### src/rtl/core/lfpd_pkg.sv
`timescale 1ns / 1ps
// ----------------------------------------------------------------------------
// lfpd_pkg: shared types and constants of the line-follow PID drive
// Holds the configuration record, the queued command item, the back-end
// sequencer states and the fixed constants of the drive law.
// ----------------------------------------------------------------------------
package lfpd_pkg;

    localparam int SENSOR_W = 8;
    localparam int GAIN_W   = 8;
    localparam int POS_W    = 4;
    localparam int ERR_W    = 5;
    localparam int ACC_W    = 16;
    localparam int DUTY_W   = 10;
    localparam int CFG_IDX_W = 3;

    // Configuration register indexes.
    localparam logic [CFG_IDX_W-1:0] REG_KP_GAIN     = 3'd0;
    localparam logic [CFG_IDX_W-1:0] REG_KI_GAIN     = 3'd1;
    localparam logic [CFG_IDX_W-1:0] REG_KD_GAIN     = 3'd2;
    localparam logic [CFG_IDX_W-1:0] REG_TOP_SPEED   = 3'd3;
    localparam logic [CFG_IDX_W-1:0] REG_FLOOR_SPEED = 3'd4;

    // Register reset values.
    localparam logic [GAIN_W-1:0] KP_RESET  = 8'd10;
    localparam logic [GAIN_W-1:0] KI_RESET  = 8'd0;
    localparam logic [GAIN_W-1:0] KD_RESET  = 8'd5;
    localparam logic [GAIN_W-1:0] MAX_RESET = 8'd255;
    localparam logic [GAIN_W-1:0] MIN_RESET = 8'd0;

    // Recovery turn duties applied when the line is lost.
    localparam logic [DUTY_W-1:0] LOST_LEFT_LDUTY  = 10'd150;
    localparam logic [DUTY_W-1:0] LOST_LEFT_RDUTY  = 10'd185;
    localparam logic [DUTY_W-1:0] LOST_RIGHT_LDUTY = 10'd180;
    localparam logic [DUTY_W-1:0] LOST_RIGHT_RDUTY = 10'd155;

    // Drive law constants.
    localparam logic signed [ACC_W-1:0] LEFT_TRIM  = 16'sd5;
    localparam logic signed [ACC_W-1:0] TURN_BIAS  = 16'sd15;
    localparam logic signed [6:0]       STEP_BIAS  = 7'sd20;
    localparam logic [15:0]             DIV10_RECIP = 16'd52429;
    localparam int                      DIV10_SHIFT = 19;

    // Queue between front and back.
    localparam int QUEUE_DEPTH = 2;
    localparam int QUEUE_AW    = $clog2(QUEUE_DEPTH);

    typedef struct packed {
        logic [GAIN_W-1:0] kp_gain;
        logic [GAIN_W-1:0] ki_gain;
        logic [GAIN_W-1:0] kd_gain;
        logic [GAIN_W-1:0] top_speed;
        logic [GAIN_W-1:0] floor_speed;
    } cfg_t;

    typedef enum logic [1:0] {
        CMD_PID,
        CMD_LOST_LEFT,
        CMD_LOST_RIGHT
    } cmd_t;

    typedef struct packed {
        cmd_t             cmd;
        logic [POS_W-1:0] position;
        logic             left_rev;
        logic             right_rev;
    } item_t;

    typedef enum logic [2:0] {
        BK_IDLE,
        BK_PROD,
        BK_DIV_I,
        BK_DIV_P,
        BK_DIV_D,
        BK_MUL,
        BK_DUTY
    } back_state_t;

endpackage

### src/rtl/core/line_follow_pid_drive.sv
`timescale 1ns / 1ps
// ----------------------------------------------------------------------------
// line_follow_pid_drive: PID line follower motor drive
// Turns each line-sensor sample into two motor duties and direction bits.
// ----------------------------------------------------------------------------
// Usage. Each item on the s_ channel is one 8-bit active-low sensor sample;
// each item on the m_ channel is the drive result for that sample, one result
// per sample, in order. Both channels use valid/ready and move an item when
// both are high at a rising edge of aclk.
// A PID sample passes from the queue through BK_PROD, BK_DIV_I, BK_DIV_P,
// BK_DIV_D, BK_MUL and BK_DUTY into the output register; a recovery sample
// goes from BK_IDLE straight to BK_DUTY. The back end works on one item at
// a time; its sequencer walks the gain products, one shared divide-by-ten
// unit over three operands, the step products and the duty clamp, one step
// per cycle, but BK_DUTY waits while the output register holds a result.
// A two-entry queue lets the front keep accepting samples while a result
// waits there; when m_ready stays low the queue fills and s_ready drops.
// The user must write the gains and speed limits (cfg_wr_en, cfg_index,
// cfg_wdata) only while the block is idle; the block does not enforce it.
// Reset (aresetn low, synchronous) restores the register defaults, clears
// the position, integral, previous error and both reverse bits, and empties
// the queue and the output register.
// ----------------------------------------------------------------------------
module line_follow_pid_drive (
    input  logic                                  aclk,
    input  logic                                  aresetn,
    input  logic                                  cfg_wr_en,
    input  logic [lfpd_pkg::CFG_IDX_W-1:0]        cfg_index,
    input  logic [lfpd_pkg::GAIN_W-1:0]           cfg_wdata,
    input  logic                                  s_valid,
    output logic                                  s_ready,
    input  logic [lfpd_pkg::SENSOR_W-1:0]         s_sensor_bits,
    output logic                                  m_valid,
    input  logic                                  m_ready,
    output logic signed [lfpd_pkg::DUTY_W-1:0]    m_left_duty,
    output logic signed [lfpd_pkg::DUTY_W-1:0]    m_right_duty,
    output logic                                  m_left_reverse,
    output logic                                  m_right_reverse,
    output logic                                  m_line_lost,
    output logic signed [lfpd_pkg::POS_W-1:0]     m_line_position
);
    import lfpd_pkg::*;

    // Configuration registers. Writes to unused indexes are ignored.
    cfg_t  cfg_reg;

    always_ff @(posedge aclk) begin
        if (!aresetn) begin
            cfg_reg.kp_gain     <= KP_RESET;
            cfg_reg.ki_gain     <= KI_RESET;
            cfg_reg.kd_gain     <= KD_RESET;
            cfg_reg.top_speed   <= MAX_RESET;
            cfg_reg.floor_speed <= MIN_RESET;
        end else if (cfg_wr_en) begin
            unique case (cfg_index)
                REG_KP_GAIN:     cfg_reg.kp_gain     <= cfg_wdata;
                REG_KI_GAIN:     cfg_reg.ki_gain     <= cfg_wdata;
                REG_KD_GAIN:     cfg_reg.kd_gain     <= cfg_wdata;
                REG_TOP_SPEED:   cfg_reg.top_speed   <= cfg_wdata;
                REG_FLOOR_SPEED: cfg_reg.floor_speed <= cfg_wdata;
                default:         cfg_reg             <= cfg_reg;
            endcase
        end
    end

    // Front end: decodes the sample and classifies it into a command item.
    logic  push_valid;
    logic  push_ready;
    item_t push_item;

    lfpd_front u_front (
        .aclk          (aclk),
        .aresetn       (aresetn),
        .s_valid       (s_valid),
        .s_ready       (s_ready),
        .s_sensor_bits (s_sensor_bits),
        .push_valid    (push_valid),
        .push_ready    (push_ready),
        .push_item     (push_item)
    );

    // Queue that decouples the front from the back.
    logic  pop_valid;
    logic  pop_en;
    item_t pop_item;

    lfpd_queue u_queue (
        .aclk       (aclk),
        .aresetn    (aresetn),
        .push_valid (push_valid),
        .push_ready (push_ready),
        .push_item  (push_item),
        .pop_valid  (pop_valid),
        .pop_en     (pop_en),
        .pop_item   (pop_item)
    );

    // Back end: PID step, duty law and the output register.
    lfpd_back u_back (
        .aclk            (aclk),
        .aresetn         (aresetn),
        .cfg             (cfg_reg),
        .q_valid         (pop_valid),
        .q_pop           (pop_en),
        .q_item          (pop_item),
        .m_valid         (m_valid),
        .m_ready         (m_ready),
        .m_left_duty     (m_left_duty),
        .m_right_duty    (m_right_duty),
        .m_left_reverse  (m_left_reverse),
        .m_right_reverse (m_right_reverse),
        .m_line_lost     (m_line_lost),
        .m_line_position (m_line_position)
    );

endmodule

### src/rtl/core/lfpd_front.sv
`timescale 1ns / 1ps
// ----------------------------------------------------------------------------
// lfpd_front: sensor decode and item classification
// Decodes each sensor sample, keeps the line position and the wheel
// direction bits, and issues a PID or a recovery-turn command item.
// ----------------------------------------------------------------------------
module lfpd_front (
    input  logic                            aclk,
    input  logic                            aresetn,
    input  logic                            s_valid,
    output logic                            s_ready,
    input  logic [lfpd_pkg::SENSOR_W-1:0]   s_sensor_bits,
    output logic                            push_valid,
    input  logic                            push_ready,
    output lfpd_pkg::item_t                 push_item
);
    import lfpd_pkg::*;

    localparam logic [SENSOR_W-1:0] ALL_DARK = 8'hFF;

    logic [POS_W-1:0] position_reg, position_next;
    logic             left_rev_reg, left_rev_next;
    logic             right_rev_reg, right_rev_next;
    logic             hit;
    logic [POS_W-1:0] dec_pos;
    logic             all_dark;
    logic             pos_neg;
    logic             pos_pos;
    cmd_t             cmd;

    always_comb begin
        hit     = 1'b1;
        dec_pos = '0;
        unique case (s_sensor_bits)
            8'hFE:        dec_pos = 4'(-7);
            8'hF8, 8'hFC: dec_pos = 4'(-6);
            8'hFD:        dec_pos = 4'(-5);
            8'hF1, 8'hF9: dec_pos = 4'(-4);
            8'hFB:        dec_pos = 4'(-3);
            8'hE3, 8'hF3: dec_pos = 4'(-2);
            8'hF7:        dec_pos = 4'(-1);
            8'hE7:        dec_pos = 4'd0;
            8'hEF:        dec_pos = 4'd1;
            8'hC7, 8'hCF: dec_pos = 4'd2;
            8'hDF:        dec_pos = 4'd3;
            8'h8F, 8'h9F: dec_pos = 4'd4;
            8'hBF:        dec_pos = 4'd5;
            8'h1F, 8'h3F: dec_pos = 4'd6;
            8'h7F:        dec_pos = 4'd7;
            default:      hit = 1'b0;
        endcase
    end

    // The all-dark sample never decodes, so the stored position decides the turn.
    assign all_dark = (s_sensor_bits == ALL_DARK);
    assign pos_neg  = position_reg[POS_W-1];
    assign pos_pos  = !position_reg[POS_W-1] && (position_reg != '0);

    always_comb begin
        position_next  = hit ? dec_pos : position_reg;
        left_rev_next  = hit ? 1'b0 : left_rev_reg;
        right_rev_next = hit ? 1'b0 : right_rev_reg;
        cmd            = CMD_PID;
        if (all_dark && pos_neg) begin
            cmd           = CMD_LOST_LEFT;
            left_rev_next = 1'b1;
        end else if (all_dark && pos_pos) begin
            cmd            = CMD_LOST_RIGHT;
            right_rev_next = 1'b1;
        end
    end

    assign push_valid          = s_valid;
    assign s_ready             = push_ready;
    assign push_item.cmd       = cmd;
    assign push_item.position  = position_next;
    assign push_item.left_rev  = left_rev_next;
    assign push_item.right_rev = right_rev_next;

    always_ff @(posedge aclk) begin
        if (!aresetn) begin
            position_reg  <= '0;
            left_rev_reg  <= 1'b0;
            right_rev_reg <= 1'b0;
        end else if (s_valid && s_ready) begin
            position_reg  <= position_next;
            left_rev_reg  <= left_rev_next;
            right_rev_reg <= right_rev_next;
        end
    end

endmodule

### src/rtl/core/lfpd_queue.sv
`timescale 1ns / 1ps
// ----------------------------------------------------------------------------
// lfpd_queue: command queue between front and back
// A small first-in first-out buffer of command items.
// ----------------------------------------------------------------------------
module lfpd_queue (
    input  logic             aclk,
    input  logic             aresetn,
    input  logic             push_valid,
    output logic             push_ready,
    input  lfpd_pkg::item_t  push_item,
    output logic             pop_valid,
    input  logic             pop_en,
    output lfpd_pkg::item_t  pop_item
);
    import lfpd_pkg::*;

    item_t               entries_reg [QUEUE_DEPTH];
    logic [QUEUE_AW-1:0] wr_ptr_reg;
    logic [QUEUE_AW-1:0] rd_ptr_reg;
    logic [QUEUE_AW:0]   count_reg;
    logic                do_push;
    logic                do_pop;

    assign push_ready = (count_reg != (QUEUE_AW + 1)'(QUEUE_DEPTH));
    assign pop_valid  = (count_reg != '0);
    assign pop_item   = entries_reg[rd_ptr_reg];
    assign do_push    = push_valid && push_ready;
    assign do_pop     = pop_en && pop_valid;

    always_ff @(posedge aclk) begin
        if (do_push) begin
            entries_reg[wr_ptr_reg] <= push_item;
        end
    end

    always_ff @(posedge aclk) begin
        if (!aresetn) begin
            wr_ptr_reg <= '0;
            rd_ptr_reg <= '0;
            count_reg  <= '0;
        end else begin
            if (do_push) begin
                wr_ptr_reg <= wr_ptr_reg + 1'b1;
            end
            if (do_pop) begin
                rd_ptr_reg <= rd_ptr_reg + 1'b1;
            end
            if (do_push && !do_pop) begin
                count_reg <= count_reg + 1'b1;
            end else if (do_pop && !do_push) begin
                count_reg <= count_reg - 1'b1;
            end
        end
    end

endmodule

### src/rtl/core/lfpd_back.sv
`timescale 1ns / 1ps
// ----------------------------------------------------------------------------
// lfpd_back: PID step and duty computation
// Sequences one command at a time: a PID command through the gain products,
// a shared divide-by-ten unit, the step products and the duty clamp.
// ----------------------------------------------------------------------------
module lfpd_back (
    input  logic                                  aclk,
    input  logic                                  aresetn,
    input  lfpd_pkg::cfg_t                        cfg,
    input  logic                                  q_valid,
    output logic                                  q_pop,
    input  lfpd_pkg::item_t                       q_item,
    output logic                                  m_valid,
    input  logic                                  m_ready,
    output logic signed [lfpd_pkg::DUTY_W-1:0]    m_left_duty,
    output logic signed [lfpd_pkg::DUTY_W-1:0]    m_right_duty,
    output logic                                  m_left_reverse,
    output logic                                  m_right_reverse,
    output logic                                  m_line_lost,
    output logic signed [lfpd_pkg::POS_W-1:0]     m_line_position
);
    import lfpd_pkg::*;

    // Signed divide by ten, truncating toward zero, by reciprocal multiply.
    function automatic logic signed [ACC_W-1:0] div10_trunc(
        input logic signed [ACC_W-1:0] x
    );
        logic        neg;
        logic [16:0] mag;
        logic [32:0] prod;
        logic [15:0] q;
        neg  = x[ACC_W-1];
        mag  = neg ? (17'd0 - {x[ACC_W-1], x}) : {1'b0, x};
        prod = 33'(mag) * 33'(DIV10_RECIP);
        q    = 16'(prod[32:DIV10_SHIFT]);
        return neg ? signed'(16'd0 - q) : signed'(q);
    endfunction

    function automatic logic signed [ACC_W-1:0] clamp_duty(
        input logic signed [ACC_W-1:0] v,
        input logic signed [ACC_W-1:0] lo,
        input logic signed [ACC_W-1:0] hi
    );
        logic signed [ACC_W-1:0] t;
        t = (v < lo) ? lo : v;
        return (t > hi) ? hi : t;
    endfunction

    back_state_t state_reg, state_next;
    logic        load_item;
    logic        out_load;
    logic        out_free;

    item_t                   item_reg;
    logic signed [ACC_W-1:0] integral_reg;
    logic signed [POS_W-1:0] prev_error_reg;
    logic signed [11:0]      p_raw_reg;
    logic signed [12:0]      d_raw_reg;
    logic signed [ACC_W-1:0] iprod_reg;
    logic signed [ACC_W-1:0] mv_reg, mv_next;
    logic signed [ACC_W-1:0] prod_a_reg;
    logic signed [ACC_W-1:0] prod_b_reg;
    logic                    m_valid_reg;

    logic signed [DUTY_W-1:0] left_duty_reg, left_duty_next;
    logic signed [DUTY_W-1:0] right_duty_reg, right_duty_next;
    logic                     left_rev_reg, right_rev_reg, lost_reg;
    logic signed [POS_W-1:0]  position_reg;

    // Products of the PID step.
    logic signed [ERR_W-1:0] err;
    logic signed [8:0]       kp_s, ki_s, kd_s;
    logic signed [13:0]      p_full;
    logic signed [ACC_W-1:0] isum;
    logic signed [24:0]      i_full;
    logic signed [5:0]       err_diff;
    logic signed [14:0]      d_full;

    // Shared divider.
    logic signed [ACC_W-1:0] div_in;
    logic signed [ACC_W-1:0] div_q;

    // Step products.
    logic signed [8:0]  speed_diff;
    logic signed [8:0]  speed_adj;
    logic signed [5:0]  step;
    logic signed [6:0]  step_m20;
    logic signed [22:0] a_full;
    logic signed [21:0] b_full;

    // Duty law.
    logic signed [ACC_W-1:0] ceil_s, floor_s, l16, r16;

    // ---------------- sequencer ----------------
    assign out_free = !m_valid_reg || m_ready;

    always_comb begin
        state_next = state_reg;
        unique case (state_reg)
            BK_IDLE: begin
                if (q_valid) begin
                    state_next = (q_item.cmd == CMD_PID) ? BK_PROD : BK_DUTY;
                end
            end
            BK_PROD:  state_next = BK_DIV_I;
            BK_DIV_I: state_next = BK_DIV_P;
            BK_DIV_P: state_next = BK_DIV_D;
            BK_DIV_D: state_next = BK_MUL;
            BK_MUL:   state_next = BK_DUTY;
            BK_DUTY: begin
                if (out_free) begin
                    state_next = BK_IDLE;
                end
            end
            default:  state_next = BK_IDLE;
        endcase
    end

    always_comb begin
        load_item = 1'b0;
        out_load  = 1'b0;
        unique case (state_reg)
            BK_IDLE: load_item = q_valid;
            BK_DUTY: out_load  = out_free;
            default: begin
                load_item = 1'b0;
                out_load  = 1'b0;
            end
        endcase
    end

    assign q_pop = load_item;

    // ---------------- PID products ----------------
    assign err      = -signed'({item_reg.position[POS_W-1], item_reg.position});
    assign kp_s     = signed'({1'b0, cfg.kp_gain});
    assign ki_s     = signed'({1'b0, cfg.ki_gain});
    assign kd_s     = signed'({1'b0, cfg.kd_gain});
    assign p_full   = kp_s * err;
    assign isum     = integral_reg + ACC_W'(err);
    assign i_full   = isum * ki_s;
    assign err_diff = 6'(err) - 6'(prev_error_reg);
    assign d_full   = err_diff * kd_s;

    // ---------------- divide by ten ----------------
    always_comb begin
        case (state_reg)
            BK_DIV_P: div_in = ACC_W'(p_raw_reg);
            BK_DIV_D: div_in = ACC_W'(d_raw_reg);
            default:  div_in = iprod_reg;
        endcase
    end

    assign div_q   = div10_trunc(div_in);
    assign mv_next = (state_reg == BK_DIV_I) ? div_q : mv_reg + div_q;

    // ---------------- step products ----------------
    assign speed_diff = signed'({1'b0, cfg.top_speed}) - signed'({1'b0, cfg.floor_speed});
    // Rounds a negative difference toward zero before the shift.
    assign speed_adj  = speed_diff + (speed_diff[8] ? 9'sd7 : 9'sd0);
    assign step       = speed_adj[8:3];
    assign step_m20   = 7'(step) - STEP_BIAS;
    assign a_full     = step_m20 * mv_reg;
    assign b_full     = step * mv_reg;

    // ---------------- duty law ----------------
    assign ceil_s  = signed'(ACC_W'(cfg.top_speed) + 16'd1);
    assign floor_s = signed'(ACC_W'(cfg.floor_speed));

    always_comb begin
        if (mv_reg == '0) begin
            l16 = ceil_s - LEFT_TRIM;
            r16 = ceil_s;
        end else if (!mv_reg[ACC_W-1]) begin
            r16 = clamp_duty(ceil_s - prod_a_reg, floor_s, ceil_s);
            l16 = clamp_duty(ceil_s - prod_b_reg - TURN_BIAS - LEFT_TRIM, floor_s, ceil_s);
        end else begin
            l16 = clamp_duty(ceil_s + prod_a_reg, floor_s, ceil_s);
            r16 = clamp_duty(ceil_s + prod_b_reg - TURN_BIAS, floor_s, ceil_s);
        end
    end

    always_comb begin
        case (item_reg.cmd)
            CMD_LOST_LEFT: begin
                left_duty_next  = LOST_LEFT_LDUTY;
                right_duty_next = LOST_LEFT_RDUTY;
            end
            CMD_LOST_RIGHT: begin
                left_duty_next  = LOST_RIGHT_LDUTY;
                right_duty_next = LOST_RIGHT_RDUTY;
            end
            default: begin
                left_duty_next  = l16[DUTY_W-1:0];
                right_duty_next = r16[DUTY_W-1:0];
            end
        endcase
    end

    // ---------------- registers ----------------
    always_ff @(posedge aclk) begin
        if (!aresetn) begin
            state_reg      <= BK_IDLE;
            m_valid_reg    <= 1'b0;
            integral_reg   <= '0;
            prev_error_reg <= '0;
        end else begin
            state_reg <= state_next;
            if (out_load) begin
                m_valid_reg <= 1'b1;
            end else if (m_ready) begin
                m_valid_reg <= 1'b0;
            end
            if (state_reg == BK_PROD) begin
                prev_error_reg <= err[POS_W-1:0];
            end
            if (state_reg == BK_DIV_I) begin
                integral_reg <= div_q;
            end
        end
    end

    always_ff @(posedge aclk) begin
        if (load_item) begin
            item_reg <= q_item;
        end
        if (state_reg == BK_PROD) begin
            p_raw_reg <= p_full[11:0];
            d_raw_reg <= d_full[12:0];
            iprod_reg <= i_full[ACC_W-1:0];
        end
        if (state_reg == BK_DIV_I || state_reg == BK_DIV_P || state_reg == BK_DIV_D) begin
            mv_reg <= mv_next;
        end
        if (state_reg == BK_MUL) begin
            prod_a_reg <= a_full[ACC_W-1:0];
            prod_b_reg <= b_full[ACC_W-1:0];
        end
        if (out_load) begin
            left_duty_reg  <= left_duty_next;
            right_duty_reg <= right_duty_next;
            left_rev_reg   <= item_reg.left_rev;
            right_rev_reg  <= item_reg.right_rev;
            lost_reg       <= (item_reg.cmd != CMD_PID);
            position_reg   <= signed'(item_reg.position);
        end
    end

    assign m_valid         = m_valid_reg;
    assign m_left_duty     = left_duty_reg;
    assign m_right_duty    = right_duty_reg;
    assign m_left_reverse  = left_rev_reg;
    assign m_right_reverse = right_rev_reg;
    assign m_line_lost     = lost_reg;
    assign m_line_position = position_reg;

endmodule

### config.mk
export PLATFORM = sky130hd
export DESIGN_NAME = line_follow_pid_drive
export DESIGN_NICKNAME = d
export VERILOG_FILES = /design/src/rtl/core/lfpd_pkg.sv /design/src/rtl/core/line_follow_pid_drive.sv /design/src/rtl/core/lfpd_front.sv /design/src/rtl/core/lfpd_queue.sv /design/src/rtl/core/lfpd_back.sv
export SDC_FILE = /design/constraint.sdc
export NUM_CORES = 2
export LEC_CHECK = 0
export ABC_AREA = 1
export ABC_CLOCK_PERIOD_IN_PS = 25300
export CAP_MARGIN = 5
export CORE_ASPECT_RATIO = 1.4
export CORE_MARGIN = 2
export CORE_UTILIZATION = 40
export CTS_CLUSTER_DIAMETER = 200
export DETAILED_ROUTE_END_ITERATION = 12
export DONT_BUFFER_PORTS = 1
export PLACE_DENSITY = 0.53
export SETUP_SLACK_MARGIN = 0.05
export SYNTH_ARGS = -nofsm -noshare
export SYNTH_HDL_FRONTEND = slang
export SYNTH_SLANG_ARGS = --single-unit
### constraint.sdc
create_clock -name aclk -period 25.3 [get_ports aclk]
set_input_delay 5.06 -clock aclk [delete_from_list [all_inputs] [get_ports aclk]]
set_output_delay 5.06 -clock aclk [all_outputs]
set_load 0.005 [all_outputs]
==> results list <==
- Maximum level of the CTS H-tree: 1
* Die footprint: 81200 sq um
- Netlist area before placement: 31600 sq um
* Top cells by area, synth: fa_1, ha_1, edfxtp_1
- The placed instances occupy a cell area of roughly 33000 sq um.
- STA classifies the critical path endpoint as a flop.
- Initial antenna violation count: 0
- TritonCTS built the clock tree.
* Yosys synthesis warning count: 0
- The clock arrives with approximately 24 ps of skew.
* Final period utilization: 0.421
- Layout Nets: roughly 4800
* CP Launch Point: u_back.state_reg[2]$_SDFFE_PN0P_
- For this design, the CTS-stage hold fixing added 0 buffers.
* Register clock-pin slew on the reported worst setup and hold paths: 60 ps
- The total overflow left after global routing is 0.
- Most common cell on crit path: nand2_1
- Count of flip-flops with a built-in enable after synthesis: around 140
- Of all flip-flops after synthesis, the portion carrying an async set or reset was 0.
* Min-delay worst type: reg2reg
- The largest total area in the synthesized netlist belongs to fa_1.
* Post-Layout Inst Area: 33600 sq um
- Top_reg_cell synth: edfxtp_1
- DRT iter0 DRCs: ~1400
- Port buffering added 0 buffers.
- From left edge to right edge, the die measures approximately 240 um.
- Ratio of cells with drive above 1 in the final layout: 0.0431
- Commonest non-fill, non-tap cells in the layout: inv_1, nand2_1, ha_1
- Top-area cell type share of the netlist area: 0.189
- Source-to-sink clock delay at the later pin of the worst-skew pair: approximately 600 ps
- After detailed routing, the number of remaining DRC violations is 0.
- For this run, the top clock speed supported by timing is approximately 0.094 GHz.
- In this run the remaining antenna-violating nets after routing total 0.
- For this configuration, the core starts out at a cell density of 0.405.
- Avg Cell Area, Syn: around 7.8 sq um
- CTS placed an instance of clkbuf_16 at the clock tree root.
- Std cell rows: about 120
- Dividing the detail-routed via count by the number of cells gives roughly 5.1.
* Pin count of the biggest net entering global routing: 45
- Worst Max-Slew Pin Slew: 1110 ps
- Number of buffers on the longest clock path: 3
- Start of the worst register-to-register path: u_back.state_reg[2]$_SDFFE_PN0P_
- The worst hold path begins at u_back.prev_error_reg[2]$_SDFFE_PN0P_.
* Setup CP Type: reg2reg
* Floorplan Core Area: 78000 sq um
- Along the worst path, the maximum fanout reaches 17.
* Most common cell after layout, fill and taps aside: inv_1
- Setup TNS: 0 ps
- Vias after detailed routing: between 20000 and 30000
* Die span in y: 336 um
- The register with the most flip-flops in the layout has 40 of them.
- For this run, the total global-route usage over all layers was measured as 0.238.
- CTS-repair resized insts: 0
* Average wire per cell in the routed design: 18.5 um
- Count of endpoints failing setup in the final report: 0
- On the critical path, the stage with the largest delay is an instance of fa_1.
- Number of buffers added for setup after CTS: 0
- Hold Vio Cnt, Final: 0
* Slew Limit Headroom: 0.257
- Endpoint required time on the critical path: 25660 ps
- In this run, CTS created clock tree buffers numbering 27.
- Max-cap violations in this run came to 0.
* Setup repair after global routing missed its margin: no
* Critical path launch point type: flop
- Relative to the synthesized area, the layout overhead comes to 6.55%.
- The netlist uses 66 different library cells.
- Post-DP HPWL: between 70 and 80 mm
- The first detailed-routing pass ran for 5 iterations.
- Counting every sink on the clock net gives around 210.
- CP peak stage delay: roughly 550 ps
- In the synthesized netlist, the number of instances is just over 4000.
* Flip-flop and latch count after synthesis: roughly 210
- RD Place Congestion: roughly 0.9
* Final Max Tran Viols: 0
- Global-route wire length before repair: ~150 mm
- Sequential fraction of the synthesis area: 0.178
- Run status: finished, final reports clean
- # diodes: 0
- WL final: between 90 and 100 mm
- Data arrival time of the worst path: between 10000 and 15000 ps
- 53 I/O pins were placed.
- Number of global-route vias before repair: 26300
- Time the final worst path needs with I/O delays and setup: 10660 ps
- Utilization of the core after routing: 0.431
==> stage by stage <==
step / instances / hold slack (ps) / setup WS, ps
final: 5085 / 464 / 14640
after detailed placement: 5035 / 446 / 14690
after CTS: 5085 / 473 / 14710
after global placement: 5035 / 434 / 14810
after floorplan: 4046 / 400 / 16180
after global routing: 5085 / 490 / 13600
==> final timing paths <==
kind / cells past startpoint / slack (ps) / to
setup / recovery: 57 / 14640 / u_back.mv_reg[15]$_DFFE_PP_
hold / removal: 2 / 460 / u_back.prev_error_reg[2]$_SDFFE_PN0P_
setup reg to reg: 57 / 14640 / u_back.mv_reg[15]$_DFFE_PP_
hold reg to reg: 2 / 460 / u_back.prev_error_reg[2]$_SDFFE_PN0P_
==> cell families after synthesis <==
| kind of cell | synth area share |
|---|---|
| fa+ha+maj | 0.373 |
| mux | 0.00214 |
| compound gates | 0.100 |
| flops | 0.178 |
| buf+inv | 0.116 |
| xor+xnor | 0.0437 |
| simple gates | 0.187 |
| other cells | 0.000238 |
==> synthesized netlist by cell type, types with 25 or more instances <==
master	instances
inv_1	870
nand2_1	752
ha_1	463
fa_1	298
nor2_1	285
a21oi_1	260
o21ai_0	195
nand3_1	164
edfxtp_1	138
xor2_1	115
dfxtp_1	74
clkbuf_1	51
xnor2_1	37
nand4_1	35
nor3_1	31
nand2_2	25
==> critical path, delay by kind of cell, from the launching register on <==
| kind | cells | cell delay, ps |
|---|---|---|
| AOI/OAI and AO/OA | 8 | 1330 |
| xor gates and xnor gates | 2 | 460 |
| adders and majority gates | 9 | 3810 |
| buffers and inverters | 11 | 1010 |
| DFF | 1 | 530 |
| and+or+nand+nor | 27 | 3270 |
==> area by class of cell <==
| class | count | area, sq um |
|---|---|---|
| clock buffers | 31 | 701 |
| clock inverters | 19 | 210 |
| fillers | 8067 | 44300 |
| inverters | 891 | 3350 |
| multi-input cells | 2872 | 22300 |
| flip-flops and latches | 212 | 5630 |
| well taps | 1045 | 1310 |
| repair buffers | 15 | 113 |
==> metal layers <==
layer | global-route usage | up-vias | wire, um
met5 | 0 | - | 0
met2 | 0.461 | 501 | 50900
met4 | 0.0925 | 0 | 4150
met1 | 0.265 | 12300 | 36200
met3 | 0.0172 | 150 | 3050
li1 | - | 12800 | -
Power is not shown: default switching activity piles up to over one toggle a cycle in this logic, so the estimate is an artifact.
